### config.mk
export PLATFORM = sky130hd
export DESIGN_NAME = rgba_source_over_blend
export DESIGN_NICKNAME = d
export VERILOG_FILES = /design/src/rtl/rsob_pkg.sv /design/src/rtl/rgba_source_over_blend.sv /design/src/rtl/rsob_alpha.sv /design/src/rtl/rsob_mix.sv /design/src/rtl/rsob_div_stage.sv
export SDC_FILE = /design/constraint.sdc
export NUM_CORES = 2
export LEC_CHECK = 0
export ABC_CLOCK_PERIOD_IN_PS = 13800
export BUFFER_PORTS_ARGS = -buffer_cell sky130_fd_sc_hd__clkbuf_2
export CORE_AREA = 2 2 278 335
export DETAILED_ROUTE_END_ITERATION = 6
export DIE_AREA = 0 0 280 337
export MAX_ROUTING_LAYER = met4
export PLACE_DENSITY = 0.71
export SYNTH_ARGS = -nofsm -noshare
export SYNTH_HDL_FRONTEND = slang
export SYNTH_SLANG_ARGS = --single-unit
### constraint.sdc
create_clock -name clk -period 13.8 [get_ports clk]
set_clock_uncertainty 0.2 [all_clocks]
set_input_delay 0 -clock clk [delete_from_list [all_inputs] [get_ports clk]]
set_output_delay 0 -clock clk [all_outputs]
set_load 0.02 [all_outputs]
### src/rtl/rsob_pkg.sv
`timescale 1ns / 1ps
package rsob_pkg;

  localparam int unsigned CH_RED   = 0;
  localparam int unsigned CH_GREEN = 1;
  localparam int unsigned CH_BLUE  = 2;
  localparam int unsigned CH_ALPHA = 3;

  localparam int unsigned ADDR_W = 3;
  localparam logic REG_BLEND_ENABLE = 1'b0;

  localparam int unsigned QUOT_W     = 8;
  localparam int unsigned DIV_STEPS  = 2;
  localparam int unsigned DIV_STAGES = QUOT_W / DIV_STEPS;

  typedef logic [3:0][7:0] pix_t;

  typedef struct packed {
    pix_t       src;
    pix_t       dst;
    logic [7:0] oa;
    logic       blend;
  } alpha_t;

  // rem holds the partial remainder, lo the dividend bits not yet used
  // on top and the quotient bits shifted in from the bottom
  typedef struct packed {
    logic [7:0] rem;
    logic [7:0] lo;
  } dchan_t;

  typedef struct packed {
    dchan_t [2:0] ch;
    logic [7:0]   oa;
    pix_t         src;
    logic         blend;
  } div_t;

  function automatic dchan_t div_step(dchan_t c, logic [7:0] oa);
    logic [8:0] t;
    dchan_t     n;
    t = {c.rem, c.lo[7]};
    if (t >= {1'b0, oa}) begin
      n.rem = 8'(t - {1'b0, oa});
      n.lo  = {c.lo[6:0], 1'b1};
    end else begin
      n.rem = t[7:0];
      n.lo  = {c.lo[6:0], 1'b0};
    end
    return n;
  endfunction

endpackage

### src/rtl/rgba_source_over_blend.sv
`timescale 1ns / 1ps
// channel  | signals                         | word
// ---------+---------------------------------+----------------------------------
// in       | in_valid / in_ready             | src_red..src_alpha, dst_red..dst_alpha
// out      | out_valid / out_ready           | out_red..out_green..out_alpha
// cfg      | psel penable pwrite paddr pwdata | blend_enable at 0x0
//
// One word per cycle sustained while out_ready stays high; the stages are
// two alpha stages, two multiply/sum stages, four radix-2 divider stages
// (two quotient bits each), one output register.
// rst clears every valid bit and sets blend_enable to 1.
// Each stage holds its word while the next one is full and stalled; bubbles
// close up, so in_ready stays high until all stages are occupied.
module rgba_source_over_blend (
  input  logic                        clk,
  input  logic                        rst,
  input  logic                        psel,
  input  logic                        penable,
  input  logic                        pwrite,
  input  logic [rsob_pkg::ADDR_W-1:0] paddr,
  input  logic [31:0]                 pwdata,
  output logic [31:0]                 prdata,
  output logic                        pready,
  input  logic                        in_valid,
  output logic                        in_ready,
  input  logic [7:0]                  src_red,
  input  logic [7:0]                  src_green,
  input  logic [7:0]                  src_blue,
  input  logic [7:0]                  src_alpha,
  input  logic [7:0]                  dst_red,
  input  logic [7:0]                  dst_green,
  input  logic [7:0]                  dst_blue,
  input  logic [7:0]                  dst_alpha,
  output logic                        out_valid,
  input  logic                        out_ready,
  output logic [7:0]                  out_red,
  output logic [7:0]                  out_green,
  output logic [7:0]                  out_blue,
  output logic [7:0]                  out_alpha
);
  import rsob_pkg::*;

  logic   blend_en;
  logic   cfg_wr;
  logic   cfg_idx;

  pix_t   src;
  pix_t   dst;

  logic   a_valid;
  logic   a_ready;
  alpha_t a_data;

  logic   dv [0:DIV_STAGES];
  logic   dr [0:DIV_STAGES];
  div_t   dd [0:DIV_STAGES];

  div_t   last;
  logic   last_valid;
  logic   out_en;
  pix_t   res;

  // config port
  assign pready  = 1'b1;
  assign cfg_idx = paddr[ADDR_W-1];
  assign cfg_wr  = psel && penable && pwrite;

  always_ff @(posedge clk) begin
    if (rst) begin
      blend_en <= 1'b1;
    end else if (cfg_wr && cfg_idx == REG_BLEND_ENABLE) begin
      blend_en <= pwdata[0];
    end
  end

  always_comb begin
    prdata = '0;
    if (cfg_idx == REG_BLEND_ENABLE) begin
      prdata[0] = blend_en;
    end
  end

  assign src[CH_RED]   = src_red;
  assign src[CH_GREEN] = src_green;
  assign src[CH_BLUE]  = src_blue;
  assign src[CH_ALPHA] = src_alpha;
  assign dst[CH_RED]   = dst_red;
  assign dst[CH_GREEN] = dst_green;
  assign dst[CH_BLUE]  = dst_blue;
  assign dst[CH_ALPHA] = dst_alpha;

  rsob_alpha u_alpha (
    .clk       (clk),
    .rst       (rst),
    .in_valid  (in_valid),
    .in_ready  (in_ready),
    .src       (src),
    .dst       (dst),
    .blend     (blend_en),
    .out_valid (a_valid),
    .out_ready (a_ready),
    .out       (a_data)
  );

  rsob_mix u_mix (
    .clk       (clk),
    .rst       (rst),
    .in_valid  (a_valid),
    .in_ready  (a_ready),
    .in        (a_data),
    .out_valid (dv[0]),
    .out_ready (dr[0]),
    .out       (dd[0])
  );

  for (genvar i = 0; i < DIV_STAGES; i++) begin : g_div
    rsob_div_stage u_div (
      .clk       (clk),
      .rst       (rst),
      .in_valid  (dv[i]),
      .in_ready  (dr[i]),
      .in        (dd[i]),
      .out_valid (dv[i+1]),
      .out_ready (dr[i+1]),
      .out       (dd[i+1])
    );
  end

  assign last       = dd[DIV_STAGES];
  assign last_valid = dv[DIV_STAGES];
  assign out_en     = !out_valid || out_ready;
  assign dr[DIV_STAGES] = out_en;

  always_comb begin
    res = last.src;
    if (last.blend) begin
      res[CH_ALPHA] = last.oa;
      if (last.oa != '0) begin
        for (int k = 0; k < 3; k++) begin
          res[k] = last.ch[k].lo;
        end
      end
    end
  end

  always_ff @(posedge clk) begin
    if (rst) begin
      out_valid <= 1'b0;
    end else if (out_en) begin
      out_valid <= last_valid;
    end
  end

  always_ff @(posedge clk) begin
    if (out_en && last_valid) begin
      out_red   <= res[CH_RED];
      out_green <= res[CH_GREEN];
      out_blue  <= res[CH_BLUE];
      out_alpha <= res[CH_ALPHA];
    end
  end

  a_div_rem: assert property (@(posedge clk) disable iff (rst)
    (last_valid && last.blend && last.oa != 8'd0) |->
      (last.ch[0].rem < last.oa && last.ch[1].rem < last.oa &&
       last.ch[2].rem < last.oa))
    else $error("divider remainder not below output alpha");

  a_reset_empty: assert property (@(posedge clk)
    rst |=> !out_valid)
    else $error("output valid right after reset");

  a_drain: assert property (@(posedge clk) disable iff (rst)
    (out_valid && out_ready && !last_valid) |=> !out_valid)
    else $error("output word repeated after drain");

  a_cfg_hold: assert property (@(posedge clk) disable iff (rst)
    !cfg_wr |=> $stable(blend_en))
    else $error("blend enable changed without a write");

endmodule

### src/rtl/rsob_alpha.sv
`timescale 1ns / 1ps
module rsob_alpha (
  input  logic              clk,
  input  logic              rst,
  input  logic              in_valid,
  output logic              in_ready,
  input  rsob_pkg::pix_t    src,
  input  rsob_pkg::pix_t    dst,
  input  logic              blend,
  output logic              out_valid,
  input  logic              out_ready,
  output rsob_pkg::alpha_t  out
);
  import rsob_pkg::*;

  logic        va;
  logic        ready_a;
  pix_t        src_a;
  pix_t        dst_a;
  logic        blend_a;
  logic [15:0] prod_a;

  logic        vb;
  logic        ready_b;
  alpha_t      data_b;

  logic [7:0]  quo;
  logic [7:0]  oa_next;

  assign ready_b  = !vb || out_ready;
  assign ready_a  = !va || ready_b;
  assign in_ready = ready_a;

  always_ff @(posedge clk) begin
    if (rst) begin
      va <= 1'b0;
    end else if (ready_a) begin
      va <= in_valid;
    end
  end

  always_ff @(posedge clk) begin
    if (ready_a && in_valid) begin
      src_a   <= src;
      dst_a   <= dst;
      blend_a <= blend;
      prod_a  <= src[CH_ALPHA] * dst[CH_ALPHA];
    end
  end

  // floor(p/255) for p up to 255*255
  assign quo     = 8'((17'(prod_a) + 17'(prod_a[15:8]) + 17'd1) >> 8);
  assign oa_next = src_a[CH_ALPHA] + dst_a[CH_ALPHA] - quo;

  always_ff @(posedge clk) begin
    if (rst) begin
      vb <= 1'b0;
    end else if (ready_b) begin
      vb <= va;
    end
  end

  always_ff @(posedge clk) begin
    if (ready_b && va) begin
      data_b.src   <= src_a;
      data_b.dst   <= dst_a;
      data_b.oa    <= oa_next;
      data_b.blend <= blend_a;
    end
  end

  assign out_valid = vb;
  assign out       = data_b;

endmodule

### src/rtl/rsob_mix.sv
`timescale 1ns / 1ps
module rsob_mix (
  input  logic              clk,
  input  logic              rst,
  input  logic              in_valid,
  output logic              in_ready,
  input  rsob_pkg::alpha_t  in,
  output logic              out_valid,
  input  logic              out_ready,
  output rsob_pkg::div_t    out
);
  import rsob_pkg::*;

  logic              vc;
  logic              ready_c;
  logic [2:0][15:0]  ps_c;
  logic [2:0][15:0]  pd_c;
  logic [7:0]        oa_c;
  pix_t              src_c;
  logic              blend_c;
  logic [7:0]        wd;

  logic              vd;
  logic              ready_d;
  div_t              data_d;
  logic [2:0][15:0]  num;

  assign ready_d  = !vd || out_ready;
  assign ready_c  = !vc || ready_d;
  assign in_ready = ready_c;

  // oa >= sa whenever blending is on
  assign wd = in.oa - in.src[CH_ALPHA];

  always_ff @(posedge clk) begin
    if (rst) begin
      vc <= 1'b0;
    end else if (ready_c) begin
      vc <= in_valid;
    end
  end

  always_ff @(posedge clk) begin
    if (ready_c && in_valid) begin
      for (int k = 0; k < 3; k++) begin
        ps_c[k] <= in.src[k] * in.src[CH_ALPHA];
        pd_c[k] <= in.dst[k] * wd;
      end
      oa_c    <= in.oa;
      src_c   <= in.src;
      blend_c <= in.blend;
    end
  end

  always_comb begin
    for (int k = 0; k < 3; k++) begin
      num[k] = ps_c[k] + pd_c[k];
    end
  end

  always_ff @(posedge clk) begin
    if (rst) begin
      vd <= 1'b0;
    end else if (ready_d) begin
      vd <= vc;
    end
  end

  always_ff @(posedge clk) begin
    if (ready_d && vc) begin
      for (int k = 0; k < 3; k++) begin
        data_d.ch[k].rem <= num[k][15:8];
        data_d.ch[k].lo  <= num[k][7:0];
      end
      data_d.oa    <= oa_c;
      data_d.src   <= src_c;
      data_d.blend <= blend_c;
    end
  end

  assign out_valid = vd;
  assign out       = data_d;

endmodule

### src/rtl/rsob_div_stage.sv
`timescale 1ns / 1ps
module rsob_div_stage (
  input  logic            clk,
  input  logic            rst,
  input  logic            in_valid,
  output logic            in_ready,
  input  rsob_pkg::div_t  in,
  output logic            out_valid,
  input  logic            out_ready,
  output rsob_pkg::div_t  out
);
  import rsob_pkg::*;

  logic v;
  div_t data;
  div_t data_next;

  assign in_ready = !v || out_ready;

  always_comb begin
    data_next = in;
    for (int k = 0; k < 3; k++) begin
      for (int s = 0; s < DIV_STEPS; s++) begin
        data_next.ch[k] = div_step(data_next.ch[k], in.oa);
      end
    end
  end

  always_ff @(posedge clk) begin
    if (rst) begin
      v <= 1'b0;
    end else if (in_ready) begin
      v <= in_valid;
    end
  end

  always_ff @(posedge clk) begin
    if (in_ready && in_valid) begin
      data <= data_next;
    end
  end

  assign out_valid = v;
  assign out       = data;

endmodule
==> impl_results.md <==
* Status: finished clean
* Pleak at 23.1 nW
* Switch Pwr at 5.43 mW
* Switching Fraction at 40.2%
* Ports at roughly 170
* Post-synth ARST share at 0%
* #FFs+latches synth at 746
* Top cells by area, synth: edfxtp_1 (45%), ha_1 (13%), fa_1 (11%), inv_1 (3.7%), and2_1 (3.5%)
* Reg2reg path depth at 26
* CTS Sinks at 746
* Root buf cell: clkbuf_16
* Worst Setup Start Kind: flip-flop
* Worst Max-Slew Pin Slew at ~1.1 ns
* Vias at 30,512
* CTS clk-pin slew, worst paths at 0.06 ns
* Routed wire length at 99,700 um
* Reg2reg end: u_mix.pd_c[47]
* Proportion of layout cells with a drive suffix above 1 at between 9 and 10%
* FF+latch area at 22,300 um2
* RSZ-0062 raised after global routing: no
* Drt first-iter violations at 1,577
* WL/cell at 17.7 um
* Clk pwr share at 16.2%
* Placer Congestion at 0.896
* Chip width at between 200 and 300 um
* Die Span Y at 337 um
* Slew Limit Fails at 0
* Endpoints failing setup at 0
* TritonCTS clock tree: yes
* Number of enable flip-flop cells after synthesis at 736
* Peak VDD IR at about 0.00056 V
* Synth Warn # at 0
* Port-buffer cells at 107
* Num CTS Buffers at 78
* Post-route ant nets at 0
* Die area at 94,400 um2
* Syn_area_per_cell at 12.1 um2
* GRT Resource Usage Total at 22.2%
* Slew HR at 25.5%
* Worst Path Class, Setup: flip-flop to flip-flop
* Post-synth top area share at between 40% and 50%
* DP HPWL at approximately 73,000 um
* Maximum clock rate at roughly 140 MHz
* CP endpoint: u_mix.pd_c[47]
* CP endpoint kind: flip-flop
* FF-to-FF Start: u_alpha.out[66]
* Row count at 122
* Gr ovfl total at 0
* Period minus WS final at 7.03 ns
* Cell count after synthesis at 4,114
* Post-route clock period utilization at 50.9%
* WP data arrival at 7.18 ns
* FF-to-FF setup slack at 6.77 ns
* Critical Path RT at 13.96 ns
* CTS HTree Levels at 3
* Internal at 8.09 mW
* Pin count of the biggest net entering global routing at 88
* Syn Std Cell Area at 49,700 um2
* Synth area leader: edfxtp_1
* Setup TNS at 0 ns
* Layout Utilization at 60.9%
* Clk_lat worst skew at ~0.66 ns
* Hold Path Class: input pin to flip-flop
* Dominant synthesized flop cell: edfxtp_1
* Combinational share of power at between 50% and 60%
* Critical path peak fanout at 26
* Hold Slack at about 0.047 ns
* Total power at 13.5 mW
* Vias in the first global route at 31,510
* Area added between synthesis and finish at 12.1%
* Longest Clk Path Bufs at 3
* Drc violations at 0
* Initial antenna violation count at 0
* Flop pwr share at a little under a quarter
* Max-Cap Viols at 0
* First-pass GRT wire length at 161,000 um
* Final Hold Fails at 0
* Synth unique cells at 85
* Hold Path Stages at 2
* Post-synthesis sequential area ratio at 44.9%
* Vias per cell at about 5.4
* Core area at between 90,000 and 100,000 um2
* Post-CTS resize count at 0
* Starting Density at a little over half
* Area of the multi-input gates at 25,200 um2
* Drt pass-1 iters at 5
* PwrDens at 243 nW/um2
* Nets@finish at ~5,300
* # fillers at between 7,000 and 8,000
* Crit path launch: u_alpha.out[66]
[state kept, by name (all words and copies together) (netlist names), 16 cells and up]
signal           cells
u_mix.ps_c          48
u_alpha.src_a       32
u_alpha.out         65
u_mix.src_c         32
u_alpha.dst_a       32
u_mix.pd_c          48
u_mix.out           89
g_div.u_div.out    332
u_alpha.prod_a      16
[layout by cell type (no fill, tap or decap), types with 21 or more instances in the layout]
cell type      instances
clkbuf_16             78
clkbuf_2             107
a21o_1                44
buf_4                 26
edfxtp_1             736
fa_1                 284
ha_1                 512
mux2_2               119
nand2_1              271
xor2_1                52
dlygate4sd3_1        130
nand3_1               29
a21oi_1              172
mux2i_1               28
xnor2_1              200
nor3_1                40
and2_1               281
nor2_1               190
nand2b_1              31
o21bai_1              21
nor2b_1               77
o21ai_0              116
conb_1                32
o21a_1                78
inv_1                491
[cells by family after synthesis]
kind of cell,share of synthesized area (%)
and+or+nand+nor,10.0
xor gates and xnor gates,4.44
DFF,44.9
AOI/OAI and AO/OA,8.12
adders and majority gates,24.3
other,0.0151
muxes,3.47
buffers and inverters,4.69
[routing by layer]
layer / up-vias / global-route usage [%] / share of wire, %
met2: 539 / 39.3 / 52
met1: 14991 / 26.1 / 41
met3: 165 / 2.66 / 3.6
li1: 14817 / - / -
met5: - / - / 0
met4: 0 / 7.65 / 3.3
[power by group through the flow]
stage / registers, mW / clock network, mW / logic [mW]
final: 3.25 / 2.20 / 8.08
after global routing: 3.26 / 2.33 / 9.33
after CTS: 3.24 / 2.24 / 8.13
after detailed placement: 3.29 / 0 / 8.02
after global placement: 3.29 / 0 / 7.84
after floorplan: 3.24 / 0 / 6.40
[critical path, stage by stage (launching register included)]
cell and delay [ns]:
edfxtp_1 0.32, buf_4 0.30, inv_1 0.13, ha_1 0.28, nor2b_1 0.13, o21ai_0 0.23
a21boi_0 0.18, o21ai_0 0.27, nor2b_1 0.20, xnor2_1 0.13, buf_4 0.31, nand2_1 0.13
fa_1 0.51, fa_1 0.49, inv_1 0.05, fa_1 0.47, inv_1 0.05, fa_1 0.48
inv_1 0.04, ha_1 0.32, o21a_1 0.12, o31a_1 0.12, o211ai_1 0.22, a21oi_1 0.11
a2111oi_1 0.57, a21oi_1 0.18, xnor2_1 0.15
[cell usage after synthesis (28+ instances only)]
cell and n:
inv_1 491, fa_1 284, nand2b_1 31, a21oi_1 173
buf_4 38, nor2b_1 82, nor2_1 190, mux2_2 119
ha_1 512, xor2_1 52, nand3_1 29, xnor2_1 200
o21ai_0 116, a21o_1 44, nand2_1 271, clkbuf_1 38
mux2i_1 28, nor3_1 40, edfxtp_1 736, and2_1 281
o21a_1 78
[how the worst min path moves through the flow]
| stage | start | slack (ns) | end |
|---|---|---|---|
| CTS | dst_alpha[3] | 0.003 | u_alpha.dst_a[27] |
| detailed placement | dst_red[7] | -0.02 | u_alpha.dst_a[7] |
| global route | dst_alpha[7] | 0.02 | u_alpha.dst_a[31] |
| global placement | dst_blue[0] | -0.02 | u_alpha.dst_a[16] |
| floorplan | paddr[2] | -0.12 | prdata[0] |
| finish | dst_alpha[7] | 0.05 | u_alpha.dst_a[31] |
[through the flow]
stage	std cells	worst slack, ns	cell area, um2
after floorplan	4144	1.98	49800
after global placement	5369	6.98	51600
after detailed placement	5369	6.83	51600
after CTS	5645	6.76	55600
after global routing	5645	6.42	55600
final	5648	6.77	55600
[area by class of cell]
class	count	share of cell area, %
multi-input cells	2820	45.3
clock buffers	87	3.57
inverters	492	3.32
diodes	3	0.0135
clock inverters	59	1.38
repair buffers	263	3.65
well taps	1178	2.65
flip-flops and latches	746	40.1
[what timing repair did]
action / in CTS / in global routing
setup buffers: 0 / 0
hold endpoints to repair: 88 / 0
hold buffers: 130 / 0
(Power assumes the default switching activity.)
